`src/rtl/core/dssfc_pkg.sv`:
```
// Shared types and constants for the door state sensor fusion controller.
`default_nettype none

package dssfc_pkg;

    // Ultrasonic range limit; readings above it count as no echo
    localparam int unsigned MaxRangeCm = 275;

    localparam int unsigned TimeW     = 32;
    localparam int unsigned DistW     = 9;
    localparam int unsigned IntervalW = 16;
    localparam int unsigned TimeoutW  = 18;
    localparam int unsigned CfgIdxW   = 3;
    localparam int unsigned CfgDataW  = 18;
    localparam int unsigned InDataW   = 48;
    localparam int unsigned OutDataW  = 16;

    typedef enum logic [2:0] {
        DOOR_UNKNOWN = 3'd0,
        DOOR_OPEN    = 3'd1,
        DOOR_CLOSING = 3'd2,
        DOOR_CLOSED  = 3'd3,
        DOOR_OPENING = 3'd4
    } door_mode_t;

    typedef enum logic [2:0] {
        RANGE_UNKNOWN = 3'd0,
        RANGE_ERROR   = 3'd1,
        RANGE_DOOR    = 3'd2,
        RANGE_CAR     = 3'd3,
        RANGE_NODOOR  = 3'd4
    } range_class_t;

    typedef enum logic [1:0] {
        CMD_OPEN        = 2'd0,
        CMD_CLOSE       = 2'd1,
        CMD_FORCE_CLOSE = 2'd2,
        CMD_INVALID     = 2'd3
    } command_kind_t;

    typedef enum logic {
        OP_TICK    = 1'b0,
        OP_COMMAND = 1'b1
    } opcode_t;

    // Configuration register indexes
    localparam logic [CfgIdxW-1:0] CFG_RANGE_IDLE   = 3'd0;
    localparam logic [CfgIdxW-1:0] CFG_RANGE_MOVING = 3'd1;
    localparam logic [CfgIdxW-1:0] CFG_DOOR_MAX     = 3'd2;
    localparam logic [CfgIdxW-1:0] CFG_CAR_MAX      = 3'd3;
    localparam logic [CfgIdxW-1:0] CFG_PRESS_TIME   = 3'd4;
    localparam logic [CfgIdxW-1:0] CFG_SENSOR_CLEAR = 3'd5;
    localparam logic [CfgIdxW-1:0] CFG_MOVE_TIMEOUT = 3'd6;

    // Previous contact level; NONE means no tick seen yet
    localparam logic [1:0] CONTACT_NONE = 2'd2;

    typedef struct packed {
        logic         contact_changed;
        logic         range_class_changed;
        logic         door_state_changed;
        logic         distance_sampled;
        logic         command_accepted;
        range_class_t range_class;
        door_mode_t   door_state;
        logic         relay_on;
    } result_t;

endpackage

`default_nettype wire

```
`src/rtl/core/door_state_sensor_fusion_controller.sv`:
```
// Door state controller: contact and distance fusion, relay press and command handling.
//
// Usage:
//   s_* channel carries one request per item: a periodic tick (tuser = 0) with time,
//   contact level and distance, or a user command (tuser = 1) with time and kind.
//   m_* channel returns exactly one result per request: relay level, door state,
//   range class and event flags.
//   cfg_* channel writes the seven timing and distance registers; write only while
//   no request is in flight. cfg_ready is always high; unknown indexes are dropped.
// Latency and throughput:
//   A result appears on m_tvalid the cycle after its request is taken. One request
//   per cycle is sustained while m_tready holds high; the whole update is one pass of
//   compares and 32-bit time differences between the request and the result register.
// Reset (aresetn low, synchronous):
//   Door and range state return to unknown, relay released, registers to defaults;
//   the first tick afterward always takes a distance sample.
// Stall:
//   While m_tready is low a held result blocks s_tready; state does not advance
//   and no request is taken until the result drains.
`default_nettype none

module door_state_sensor_fusion_controller
    import dssfc_pkg::*;
(
    input  wire logic                aclk,
    input  wire logic                aresetn,
    // request channel
    input  wire logic                s_tvalid,
    output logic                     s_tready,
    // now_ms[31:0], door_not_closed[32], distance_cm[41:33], command_kind[43:42], zero[47:44]
    input  wire logic [InDataW-1:0]  s_tdata,
    // opcode[0]
    input  wire logic                s_tuser,
    // result channel
    output logic                     m_tvalid,
    input  wire logic                m_tready,
    // relay_on[0], door_state[3:1], range_class[6:4], command_accepted[7],
    // distance_sampled[8], door_state_changed[9], range_class_changed[10],
    // contact_changed[11], zero[15:12]
    output logic [OutDataW-1:0]      m_tdata,
    // configuration write channel
    input  wire logic                cfg_valid,
    output logic                     cfg_ready,
    input  wire logic [CfgIdxW-1:0]  cfg_index,
    input  wire logic [CfgDataW-1:0] cfg_data
);

    // Configuration registers
    logic [IntervalW-1:0] range_idle_reg;
    logic [IntervalW-1:0] range_moving_reg;
    logic [DistW-1:0]     door_max_reg;
    logic [DistW-1:0]     car_max_reg;
    logic [IntervalW-1:0] press_time_reg;
    logic [IntervalW-1:0] sensor_clear_reg;
    logic [TimeoutW-1:0]  move_timeout_reg;

    // Controller state
    door_mode_t           door_mode_reg, door_mode_next;
    range_class_t         range_mode_reg, range_mode_next;
    logic [TimeW-1:0]     last_sample_reg, last_sample_next;
    logic                 first_pending_reg, first_pending_next;
    logic                 relay_level_reg, relay_level_next;
    logic                 forcing_reg, forcing_next;
    logic [TimeW-1:0]     press_start_reg, press_start_next;
    logic [TimeW-1:0]     mode_change_reg, mode_change_next;
    door_mode_t           rep_door_reg, rep_door_next;
    range_class_t         rep_range_reg, rep_range_next;
    logic [1:0]           prev_contact_reg, prev_contact_next;

    // Result register
    logic                 m_tvalid_reg;
    result_t              result_reg, result_next;

    // Request fields
    logic                 in_accept;
    opcode_t              in_op;
    logic [TimeW-1:0]     in_now;
    logic                 in_contact;
    logic [DistW-1:0]     in_dist;
    command_kind_t        in_kind;

    // Tick path intermediates
    logic [IntervalW-1:0] interval;
    logic [TimeW-1:0]     el_sample;
    logic [TimeW-1:0]     el_press;
    logic [TimeW-1:0]     el_mode;
    logic [TimeW-1:0]     el_timeout;
    logic                 sample_due;
    logic [DistW-1:0]     dist_eff;
    range_class_t         dist_class;
    range_class_t         tick_range;
    logic                 settle_set;
    logic                 cmd_reject;
    logic                 cmd_accepted;

    assign in_op      = opcode_t'(s_tuser);
    assign in_now     = s_tdata[31:0];
    assign in_contact = s_tdata[32];
    assign in_dist    = s_tdata[41:33];
    assign in_kind    = command_kind_t'(s_tdata[43:42]);

    assign s_tready  = !m_tvalid_reg || m_tready;
    assign in_accept = s_tvalid && s_tready;
    assign cfg_ready = 1'b1;
    assign m_tvalid  = m_tvalid_reg;
    assign m_tdata   = {{(OutDataW - $bits(result_t)){1'b0}}, result_reg};

    // Write configuration registers; drop unknown indexes
    always_ff @(posedge aclk) begin
        if (!aresetn) begin
            range_idle_reg   <= IntervalW'(5000);
            range_moving_reg <= IntervalW'(500);
            door_max_reg     <= DistW'(30);
            car_max_reg      <= DistW'(100);
            press_time_reg   <= IntervalW'(500);
            sensor_clear_reg <= IntervalW'(5000);
            move_timeout_reg <= TimeoutW'(30000);
        end else if (cfg_valid && cfg_ready) begin
            unique case (cfg_index)
                CFG_RANGE_IDLE:   range_idle_reg   <= cfg_data[IntervalW-1:0];
                CFG_RANGE_MOVING: range_moving_reg <= cfg_data[IntervalW-1:0];
                CFG_DOOR_MAX:     door_max_reg     <= cfg_data[DistW-1:0];
                CFG_CAR_MAX:      car_max_reg      <= cfg_data[DistW-1:0];
                CFG_PRESS_TIME:   press_time_reg   <= cfg_data[IntervalW-1:0];
                CFG_SENSOR_CLEAR: sensor_clear_reg <= cfg_data[IntervalW-1:0];
                CFG_MOVE_TIMEOUT: move_timeout_reg <= cfg_data[TimeoutW-1:0];
                default: ;
            endcase
        end
    end

    // Classify the distance, decide whether a sample is due and check the command
    always_comb begin
        interval = (door_mode_reg == DOOR_OPEN || door_mode_reg == DOOR_CLOSED)
                   ? range_idle_reg : range_moving_reg;
        el_sample  = in_now - last_sample_reg;
        el_press   = in_now - press_start_reg;
        el_mode    = in_now - mode_change_reg;
        sample_due = first_pending_reg || (el_sample >= {16'd0, interval});
        dist_eff   = (in_dist > DistW'(MaxRangeCm)) ? '0 : in_dist;
        priority if (dist_eff == '0)        dist_class = RANGE_ERROR;
        else if (dist_eff <= door_max_reg)  dist_class = RANGE_DOOR;
        else if (dist_eff <= car_max_reg)   dist_class = RANGE_CAR;
        else                                dist_class = RANGE_NODOOR;
        tick_range = sample_due ? dist_class : range_mode_reg;
        cmd_reject = (in_kind == CMD_INVALID) || (relay_level_reg && !forcing_reg)
                     || (in_kind == CMD_CLOSE && door_mode_reg == DOOR_CLOSING)
                     || (in_kind == CMD_OPEN && door_mode_reg == DOOR_OPENING);
        cmd_accepted = !cmd_reject && !forcing_reg;
    end

    // Next state of the door machine and the rest of the controller
    always_comb begin
        door_mode_next     = door_mode_reg;
        range_mode_next    = range_mode_reg;
        last_sample_next   = last_sample_reg;
        first_pending_next = first_pending_reg;
        relay_level_next   = relay_level_reg;
        forcing_next       = forcing_reg;
        press_start_next   = press_start_reg;
        mode_change_next   = mode_change_reg;
        rep_door_next      = rep_door_reg;
        rep_range_next     = rep_range_reg;
        prev_contact_next  = prev_contact_reg;
        settle_set         = 1'b0;
        el_timeout         = el_mode;

        if (in_op == OP_COMMAND) begin
            // Start a press and reverse direction, or release a forced press
            if (!cmd_reject && forcing_reg) begin
                relay_level_next = 1'b0;
                forcing_next     = 1'b0;
            end else if (cmd_accepted) begin
                relay_level_next = 1'b1;
                press_start_next = in_now;
                forcing_next     = (in_kind == CMD_FORCE_CLOSE);
                mode_change_next = in_now;
                door_mode_next   = (door_mode_reg == DOOR_OPEN ||
                                    door_mode_reg == DOOR_OPENING)
                                   ? DOOR_CLOSING : DOOR_OPENING;
            end
        end else begin
            prev_contact_next = {1'b0, in_contact};
            range_mode_next   = tick_range;
            if (sample_due) begin
                last_sample_next   = in_now;
                first_pending_next = 1'b0;
            end

            // Release the relay when its press ends
            if (relay_level_reg) begin
                if (forcing_reg) begin
                    if (!in_contact || el_press >= {14'd0, move_timeout_reg}) begin
                        relay_level_next = 1'b0;
                        forcing_next     = 1'b0;
                    end
                end else if (el_press >= {16'd0, press_time_reg}) begin
                    relay_level_next = 1'b0;
                end
            end

            // Advance the door machine
            unique case (door_mode_reg)
                DOOR_OPEN: begin
                    if (tick_range == RANGE_CAR || tick_range == RANGE_NODOOR) begin
                        door_mode_next   = in_contact ? DOOR_CLOSING : DOOR_CLOSED;
                        mode_change_next = in_now;
                    end
                end
                DOOR_CLOSED: begin
                    if (in_contact) begin
                        door_mode_next   = (tick_range == RANGE_DOOR)
                                           ? DOOR_OPEN : DOOR_OPENING;
                        mode_change_next = in_now;
                    end
                end
                DOOR_CLOSING, DOOR_OPENING: begin
                    if (el_mode >= {16'd0, sensor_clear_reg}) begin
                        if (!in_contact) begin
                            door_mode_next = DOOR_CLOSED;
                            settle_set     = 1'b1;
                        end else if (tick_range == RANGE_DOOR) begin
                            door_mode_next = DOOR_OPEN;
                            settle_set     = 1'b1;
                        end
                    end
                    // A settle just restamped the change time
                    el_timeout = settle_set ? '0 : el_mode;
                    if (el_timeout >= {14'd0, move_timeout_reg}) begin
                        door_mode_next = DOOR_OPEN;
                        settle_set     = 1'b1;
                    end
                    if (settle_set) begin
                        mode_change_next = in_now;
                    end
                end
                default: begin
                    door_mode_next   = in_contact ? DOOR_OPEN : DOOR_CLOSED;
                    mode_change_next = in_now;
                end
            endcase

            rep_range_next = tick_range;
            rep_door_next  = door_mode_next;
        end
    end

    // Build the result for this request
    always_comb begin
        result_next.relay_on            = relay_level_next;
        result_next.door_state          = door_mode_next;
        result_next.range_class         = range_mode_next;
        result_next.command_accepted    = (in_op == OP_COMMAND) && cmd_accepted;
        result_next.distance_sampled    = (in_op == OP_TICK) && sample_due;
        result_next.door_state_changed  = (in_op == OP_TICK) &&
                                          (door_mode_next != rep_door_reg);
        result_next.range_class_changed = (in_op == OP_TICK) &&
                                          (tick_range != rep_range_reg);
        result_next.contact_changed     = (in_op == OP_TICK) &&
                                          (prev_contact_reg != {1'b0, in_contact});
    end

    // Advance state on each accepted request
    always_ff @(posedge aclk) begin
        if (!aresetn) begin
            door_mode_reg     <= DOOR_UNKNOWN;
            range_mode_reg    <= RANGE_UNKNOWN;
            last_sample_reg   <= '0;
            first_pending_reg <= 1'b1;
            relay_level_reg   <= 1'b0;
            forcing_reg       <= 1'b0;
            press_start_reg   <= '0;
            mode_change_reg   <= '0;
            rep_door_reg      <= DOOR_UNKNOWN;
            rep_range_reg     <= RANGE_UNKNOWN;
            prev_contact_reg  <= CONTACT_NONE;
        end else if (in_accept) begin
            door_mode_reg     <= door_mode_next;
            range_mode_reg    <= range_mode_next;
            last_sample_reg   <= last_sample_next;
            first_pending_reg <= first_pending_next;
            relay_level_reg   <= relay_level_next;
            forcing_reg       <= forcing_next;
            press_start_reg   <= press_start_next;
            mode_change_reg   <= mode_change_next;
            rep_door_reg      <= rep_door_next;
            rep_range_reg     <= rep_range_next;
            prev_contact_reg  <= prev_contact_next;
        end
    end

    // Hold the result until taken; load a new one per accepted request
    always_ff @(posedge aclk) begin
        if (!aresetn) begin
            m_tvalid_reg <= 1'b0;
        end else if (in_accept) begin
            m_tvalid_reg <= 1'b1;
        end else if (m_tready) begin
            m_tvalid_reg <= 1'b0;
        end
    end

    always_ff @(posedge aclk) begin
        if (in_accept) begin
            result_reg <= result_next;
        end
    end

    // A forced press always drives the relay
    assert property (@(posedge aclk) disable iff (!aresetn)
        forcing_reg |-> relay_level_reg)
        else $error("forced press without relay drive");

    // An accepted command leaves the relay driven
    assert property (@(posedge aclk) disable iff (!aresetn)
        (m_tvalid_reg && result_reg.command_accepted) |-> result_reg.relay_on)
        else $error("accepted command without relay drive");

    // The first-sample flag clears only through an accepted tick
    assert property (@(posedge aclk) disable iff (!aresetn)
        $fell(first_pending_reg) |-> $past(in_accept && in_op == OP_TICK))
        else $error("first sample flag cleared without a tick");

    // An accepted request always yields a pending result
    assert property (@(posedge aclk) disable iff (!aresetn)
        in_accept |=> m_tvalid_reg)
        else $error("accepted request lost its result");

    // Reported door state tracks the live state after every tick
    assert property (@(posedge aclk) disable iff (!aresetn)
        (in_accept && in_op == OP_TICK) |=> (rep_door_reg == door_mode_reg))
        else $error("reported door state out of step");

endmodule

`default_nettype wire
```
`config.mk`:
```
export PLATFORM = sky130hd
export DESIGN_NAME = door_state_sensor_fusion_controller
export DESIGN_NICKNAME = d
export VERILOG_FILES = /design/src/rtl/core/dssfc_pkg.sv /design/src/rtl/core/door_state_sensor_fusion_controller.sv
export SDC_FILE = /design/constraint.sdc
export NUM_CORES = 1
export LEC_CHECK = 0
export ABC_AREA = 1
export ABC_CLOCK_PERIOD_IN_PS = 6850
export BUFFER_PORTS_ARGS = -buffer_cell sky130_fd_sc_hd__buf_2
export CAP_MARGIN = 20
export CELL_PAD_IN_SITES_DETAIL_PLACEMENT = 1
export CELL_PAD_IN_SITES_GLOBAL_PLACEMENT = 2
export CORE_MARGIN = 3
export CORE_UTILIZATION = 32
export CTS_CLUSTER_DIAMETER = 150
export DETAILED_ROUTE_END_ITERATION = 8
export PLACE_DENSITY_LB_ADDON = 0.12
export SLEW_MARGIN = 10
export SYNTH_ARGS = -nofsm -noshare
export SYNTH_HDL_FRONTEND = slang
export SYNTH_SLANG_ARGS = --single-unit
```
`constraint.sdc`:
```
create_clock -name aclk -period 6.85 [get_ports aclk]
set_clock_uncertainty 0.15 [all_clocks]
set_input_delay 1.37 -clock aclk [delete_from_list [all_inputs] [get_ports aclk]]
set_output_delay 1.37 -clock aclk [all_outputs]
set_load 0.005 [all_outputs]
```
After elaboration in Yosys (flattened, before gate mapping)
Cells that the tools add are included.
{"block": "op_classes", "n_lt_le_gt_ge": 8, "n_bitwise": 2, "add_sub_neg": 3, "n_reduce_logical": 42, "eq_ne": 25, "n_mux": 51}
{"cell": "32-bit two-way mux", "n": 7}
{"cell": "32-bit by 16-bit >= comparator with 1-bit output", "n": 3}
{"cell": "32-bit case mux with 3 select lines", "n": 1}
{"cell": "32-bit subtractor", "n": 3}
{"cell": "32-bit by 18-bit >= comparator with 1-bit output", "n": 2}
{"cell": "3-bit two-way mux", "n": 16}
{"cell": "1-bit two-way mux", "n": 23}
{"cell": "3-bit by 2-bit == test with 1-bit output (second input constant)", "n": 6}
{"cell": "9-bit <= comparator", "n": 2}
{"cell": "16-bit two-way mux", "n": 1}
{"cell": "2-bit AND reduction", "n": 8}
{"cell": "3-bit == test (second input constant)", "n": 5}
{"cell": "1-bit logical AND", "n": 11}
{"cell": "9-bit > comparator (second input constant)", "n": 1}
{"cell": "9-bit logical NOT", "n": 1}
{"cell": "1-bit logical OR", "n": 9}
{"cell": "9-bit two-way mux", "n": 1}
{"cell": "3-bit case mux with 3 select lines", "n": 1}
{"cell": "3-bit by 1-bit == test with 1-bit output (second input constant)", "n": 2}
{"cell": "3-bit inequality test", "n": 2}
{"cell": "3-bit inequality test (second input constant)", "n": 2}
{"cell": "3-bit AND reduction", "n": 2}
{"cell": "6-bit AND reduction", "n": 1}
{"cell": "2-bit == test (second input constant)", "n": 2}
{"cell": "14 further kinds", "n": 19}
{"block": "totals", "register_bits": 226, "input_bits": 75, "wordCells": 158, "output_inout_bits": 19}

Depth between registers and ports, before layout
{"block": "depth", "word_depth": 21, "ltp_mapped": 49, "depth_no_buf": 49}

Worst setup path after synthesis
OpenSTA, ideal clock, no wires.
{"block": "synth_path", "path_kind": "in2reg", "startpoint": "in s_tdata[0]", "endpoint": "reg result_reg (netlist bit m_tdata[9]) (data pin)", "setup_time_ps": 265, "path_slack_ps": 159, "path_stages": 46, "t_arrival_ps": 6277, "required_ps": 6435, "path_buffers": 1, "path_cell_list": "inv_1 > ha_1 > fa_1 > inv_1 > nand2_1 > nand2_2 > nand3_1 > nand2_2 > nand2_1 > nand2_2 > xor2_1 > ha_1 > nand2_1 > inv_1 > o21ai_0 > nand2_1 > nor2_1 > nand3_1 > [... 10 more ...] > clkbuf_1 > nor2_1 > ha_1 > nand4_1 > o221ai_1 > a31oi_1 > o21ai_0 > a21o_1 > a21oi_1 > nand4_1 > nand2_1 > nand2_1 > nand2_1 > nand2_1 > nand2_1 > nand2_1 > nor2_1 > nor2_1"}
{"item": "from (decl)", "line": "door_state_sensor_fusion_controller.sv:31", "rtl": "input wire logic [InDataW-1:0] s_tdata,"}
{"item": "to (signal assigned)", "line": "door_state_sensor_fusion_controller.sv:305", "rtl": "result_reg <= result_next;"}
{"item": "to (decl)", "line": "door_state_sensor_fusion_controller.sv:72", "rtl": "result_t result_reg, result_next;"}

Worst setup path after layout
{"block": "layout_path", "startpoint": "in s_tdata[0]", "endpoint": "reg mode_change_reg[30]"}
{"block": "layout_via", "elab_chain_len": 17, "word_cells_on_any_way": 23, "cone_classes": "2 x add/sub; 3 x order compare; 5 x eq/ne; 10 x mux; 3 x reduce/logical"}
{"item": "32-bit subtractor", "line": "door_state_sensor_fusion_controller.sv:136", "rtl": "el_sample = in_now - last_sample_reg;"}
{"item": "32-bit by 16-bit >= comparator with 1-bit output", "line": "door_state_sensor_fusion_controller.sv:139", "rtl": "sample_due = first_pending_reg || (el_sample >= {16'd0, interval});"}
{"item": "1-bit logical OR", "line": "door_state_sensor_fusion_controller.sv:139"}
{"item": "3-bit two-way mux", "line": "door_state_sensor_fusion_controller.sv:145", "rtl": "tick_range = sample_due ? dist_class : range_mode_reg;"}
{"item": "3-bit by 2-bit == test with 1-bit output", "line": "door_state_sensor_fusion_controller.sv:222", "rtl": "end else if (tick_range == RANGE_DOOR) begin"}
{"item": "1-bit two-way mux", "line": "door_state_sensor_fusion_controller.sv:222"}
{"item": "1-bit two-way mux", "line": "door_state_sensor_fusion_controller.sv:219", "rtl": "if (!in_contact) begin"}
{"item": "1-bit two-way mux", "line": "door_state_sensor_fusion_controller.sv:218", "rtl": "if (el_mode >= {16'd0, sensor_clear_reg}) begin"}
{"item": "1-bit two-way mux", "line": "door_state_sensor_fusion_controller.sv:203", "rtl": "unique case (door_mode_reg)"}
{"item": "1-bit two-way mux", "line": "door_state_sensor_fusion_controller.sv:168", "rtl": "if (in_op == OP_COMMAND) begin"}
{"item": "32-bit two-way mux", "line": "door_state_sensor_fusion_controller.sv:228", "rtl": "el_timeout = settle_set ? '0 : el_mode;"}
{"item": "32-bit by 18-bit >= comparator with 1-bit output", "line": "door_state_sensor_fusion_controller.sv:229", "rtl": "if (el_timeout >= {14'd0, move_timeout_reg}) begin"}
{"item": "1-bit two-way mux", "line": "door_state_sensor_fusion_controller.sv:229"}
{"item": "1-bit two-way mux", "line": "door_state_sensor_fusion_controller.sv:203"}
{"item": "1-bit two-way mux", "line": "door_state_sensor_fusion_controller.sv:168"}
{"item": "3-bit inequality test (no line)"}
{"item": "6-bit AND reduction (no line) (*)"}
{"item": "to (signal assigned)", "line": "door_state_sensor_fusion_controller.sv:285", "rtl": "mode_change_reg <= mode_change_next;"}
{"item": "to (decl)", "line": "door_state_sensor_fusion_controller.sv:65", "rtl": "logic [TimeW-1:0] mode_change_reg, mode_change_next;"}
Mark *: on every way between the ends. The rest lies on a longest branch, timed or not. The select of a mux whose other input is x is not followed.
A chain may end at the register's enable or synchronous reset.

==> results.toml <==
[timing]
min_period_over_period = 0.997
unrepaired_setup_endpoints_after_global_routing = "yes"
report.final.setup_viol = 0
fmax_mhz = 146
fin_setup_tns_ns = 0
hold_ws_ns = 0.297
setup_slack_ns = 0.0236
maxSlewHeadroom = 0.343
timing.final.crit_period_ns = 6.83
final_max_slew_viol_count = 0
fin_hold_viols = 0
tightest_slew_ns = 0.986

[die]
die-height_um = 240
design.core.area_um2 = 54000
die_x_um = 240
num_rows = 85
total_die_area_um2 = 57700
num_io_pins = 94
initial_utilization = 0.325

[power]
power.switching_fraction = 0.367
seqPwrFrac = 0.275
p_clk_frac = 0.304
power_frac_comb = 0.421
switching_power_mw = 1.92
design_power_total_mw = 5.23
ir_drop_mv = 0.197
leakage_power_of_the_design_nw = 11.4
powerDensity_nw_per_um2 = 224
p_int_mw = 3.31

[setup_path]
worst_setup_path_start_kind = "primary input"
path_delay_family = "compound AO/OA/AOI/OAI gates"
cell_with_the_largest_stage_delay_on_the_worst_path = "sky130_fd_sc_hd__fa_2"
timing.critical_path.to_type = "register"
critical_path.n_buffers_inverters = 14
worst-endpoint-arrival_ns = 7.18
cp_data_required_time_ns = 7.21
biggest_cell_delay_along_the_critical_path_ns = 0.35
critPathKind = "in -> reg"
worst_path_most_repeated_cell = "sky130_fd_sc_hd__buf_4"
cp_max_fo = 9

[clock_tree]
cts-buffers-inserted = 30
root_buffer = "sky130_fd_sc_hd__clkbuf_16"
clock_tree.htree_level_count = 1
hold_buffers = 0
ctsLongestPathBuffers = 3
clkLatencyLatePin_ns = 0.58
tritoncts = "done"
clock-sinks = 226
clk_transition_reported_paths_ns = 0.06

[yosys]
number_of_enable_type_register_cells_in_the_synthesized_netlist = 12
synth_cell_type_count = 56
synthesis.instances = 2665
synth-warning-count = 0
ys_seq_area_frac = 0.265
yosys_most_used_dff = "sky130_fd_sc_hd__dfxtp_1"
synth_area_um2 = 17600
postSynthRegisterBits = 226
post_synthesis_area_per_instance_um2 = 6.59
synthArstFlopShare = 0

[detailed_routing]
wl_per_cell_um = 17.9
vias_per_cell = 4.91
wl_um = 68400
drt_first_iter_violations = 709
detail-route-antenna-nets = 0
route.vias.total = 18800
final_routed_drc_violation_total = 0
detail_route.first_pass.iterations = 5

[global_route]
grt_antenna_before_repair = 2
grt_first_pass_wirelength_um = 106000
grt.overflow.total = 0
grt_max_degree = 100
grt_pass1_vias = 19600
grt.total_usage = 0.235

[layout]
final_core_util = 0.432
layout.cell_area.non_filler_um2 = 23300
antennaDiodeCount = 0
final_nets = 3376
growth_of_design_area_from_synthesis_to_finish_pct = 32.9
layout-drive-gt1-share = 0.226
instances_no_fill = 3820
fill_cells = 6914

[placed_design]
placedCellCount = 3726
dp.final_hpwl_um = 55600
placed_cell_area_um2 = 21200
dp_slack_ns = -1.33
gpl.final_weighted_congestion = 0.889
buffer_ports.inserted = 84

[worst_hold_path]
min-delay-path-class = "reg -> reg"

[job]
drv_cap = 0

[status]
run_status = "completed"
## area by class of cell
type                    instances  area (um^2)  share of cell area
well taps                     696          871              0.0373
repair buffers                468         3530               0.151
clock inverters                13          131             0.00563
inverters                     466         1760              0.0754
flip-flops and latches        226         4640               0.199
clock buffers                  40          850              0.0364
multi-input cells            1911        11500               0.495
## power by group through the flow
stage,logic (mW),registers [mW],clock network (mW)
after detailed placement,2.01,1.46,0
after global routing,2.46,1.44,1.69
after CTS,2.16,1.44,1.63
final,2.20,1.44,1.59
after floorplan,1.11,1.46,0
after global placement,1.94,1.46,0
## Yosys cell counts, drive strengths merged, types with 5 or more instances
master	number	area, um^2
dfxtp	214	4280
o21ai	227	1150
or2	5	31.3
inv	462	1730
nand3b	13	97.6
buf	13	106
nor3	31	175
clkbuf	52	195
xnor2	15	131
a21o	10	75.1
o211ai	30	225
nand3	105	553
a21oi	282	1420
o21a	9	67.6
xor2	53	464
a31oi	12	75.1
nand2	576	2230
nor2	253	1000
mux2i	15	150
nand4	26	163
edfxtp	12	360
ha	195	2440
a21boi	8	60.1
o21bai	14	105
## routing by layer
| metal | wire, um | up-vias | GRT usage |
|---|---|---|---|
| met5 | 13 | - | 0 |
| met4 | 1940 | 2 | 0.0614 |
| met3 | 1890 | 81 | 0.0229 |
| met2 | 32200 | 198 | 0.408 |
| met1 | 32400 | 8965 | 0.313 |
| li1 | - | 9507 | - |
## kinds of logic (layout without fill, tap and decap cells)
kind of cell | after synthesis | count (layout) | synth area share
mux | 15 | 15 | 0.00855
simple gates | 1020 | 1020 | 0.246
buf+inv | 531 | 987 | 0.117
xor+xnor | 68 | 68 | 0.0339
flops | 226 | 226 | 0.265
other cells | 2 | 5 | 0.000428
fa+ha+maj | 198 | 198 | 0.142
compound gates | 605 | 605 | 0.187
## placed cells by master (no fill, tap or decap), types with 14 or more instances in the layout
cell,netlist,final
sky130_fd_sc_hd__inv_2,16,19
sky130_fd_sc_hd__nand2_1,553,527
sky130_fd_sc_hd__inv_1,446,442
sky130_fd_sc_hd__xnor2_1,15,14
sky130_fd_sc_hd__o21ai_0,195,189
sky130_fd_sc_hd__nand4_1,26,26
sky130_fd_sc_hd__ha_1,195,178
sky130_fd_sc_hd__a21oi_2,1,21
sky130_fd_sc_hd__nor2_2,14,18
sky130_fd_sc_hd__dfxtp_1,214,214
sky130_fd_sc_hd__clkbuf_16,0,31
sky130_fd_sc_hd__nand2_2,20,45
sky130_fd_sc_hd__o21ai_1,31,21
sky130_fd_sc_hd__o211ai_1,30,30
sky130_fd_sc_hd__buf_4,7,364
sky130_fd_sc_hd__nor3_1,27,25
sky130_fd_sc_hd__a21oi_1,281,260
sky130_fd_sc_hd__ha_4,0,16
sky130_fd_sc_hd__buf_2,1,80
sky130_fd_sc_hd__nor2_1,237,225
sky130_fd_sc_hd__xor2_1,53,46
sky130_fd_sc_hd__mux2i_1,15,15
sky130_fd_sc_hd__nand3_1,101,96
## worst reg2reg max path: cells and delay by family, from the launching register on
kind | cells | cell delay (ns)
buffers and inverters | 11 | 1.27
adder cells (fa/ha/maj) | 4 | 1.12
flip-flops | 1 | 0.45
AND/OR/NAND/NOR | 13 | 1.35
AO/OA/AOI/OAI | 12 | 1.66
XOR/XNOR | 1 | 0.17
## path summary, 6_finish.rpt
check / start / to / slack [ns] / depth (start not counted)
max: s_tdata[0] / mode_change_reg[30] / 0.02 / 44
max reg2reg: mode_change_reg[0] / mode_change_reg[30] / 0.61 / 41
min: first_pending_reg / first_pending_reg / 0.30 / 2
min reg2reg: first_pending_reg / first_pending_reg / 0.30 / 2
## what timing repair did
item | CTS | global route
setup buffers | 26 | 10
pin swaps | 45 | 41
endpoints found under the setup margin | 42 | 42
gates cloned | 5 | 0
gates resized for setup | 101 | 69
No activity file was read; power rests on OpenSTA's default activity.
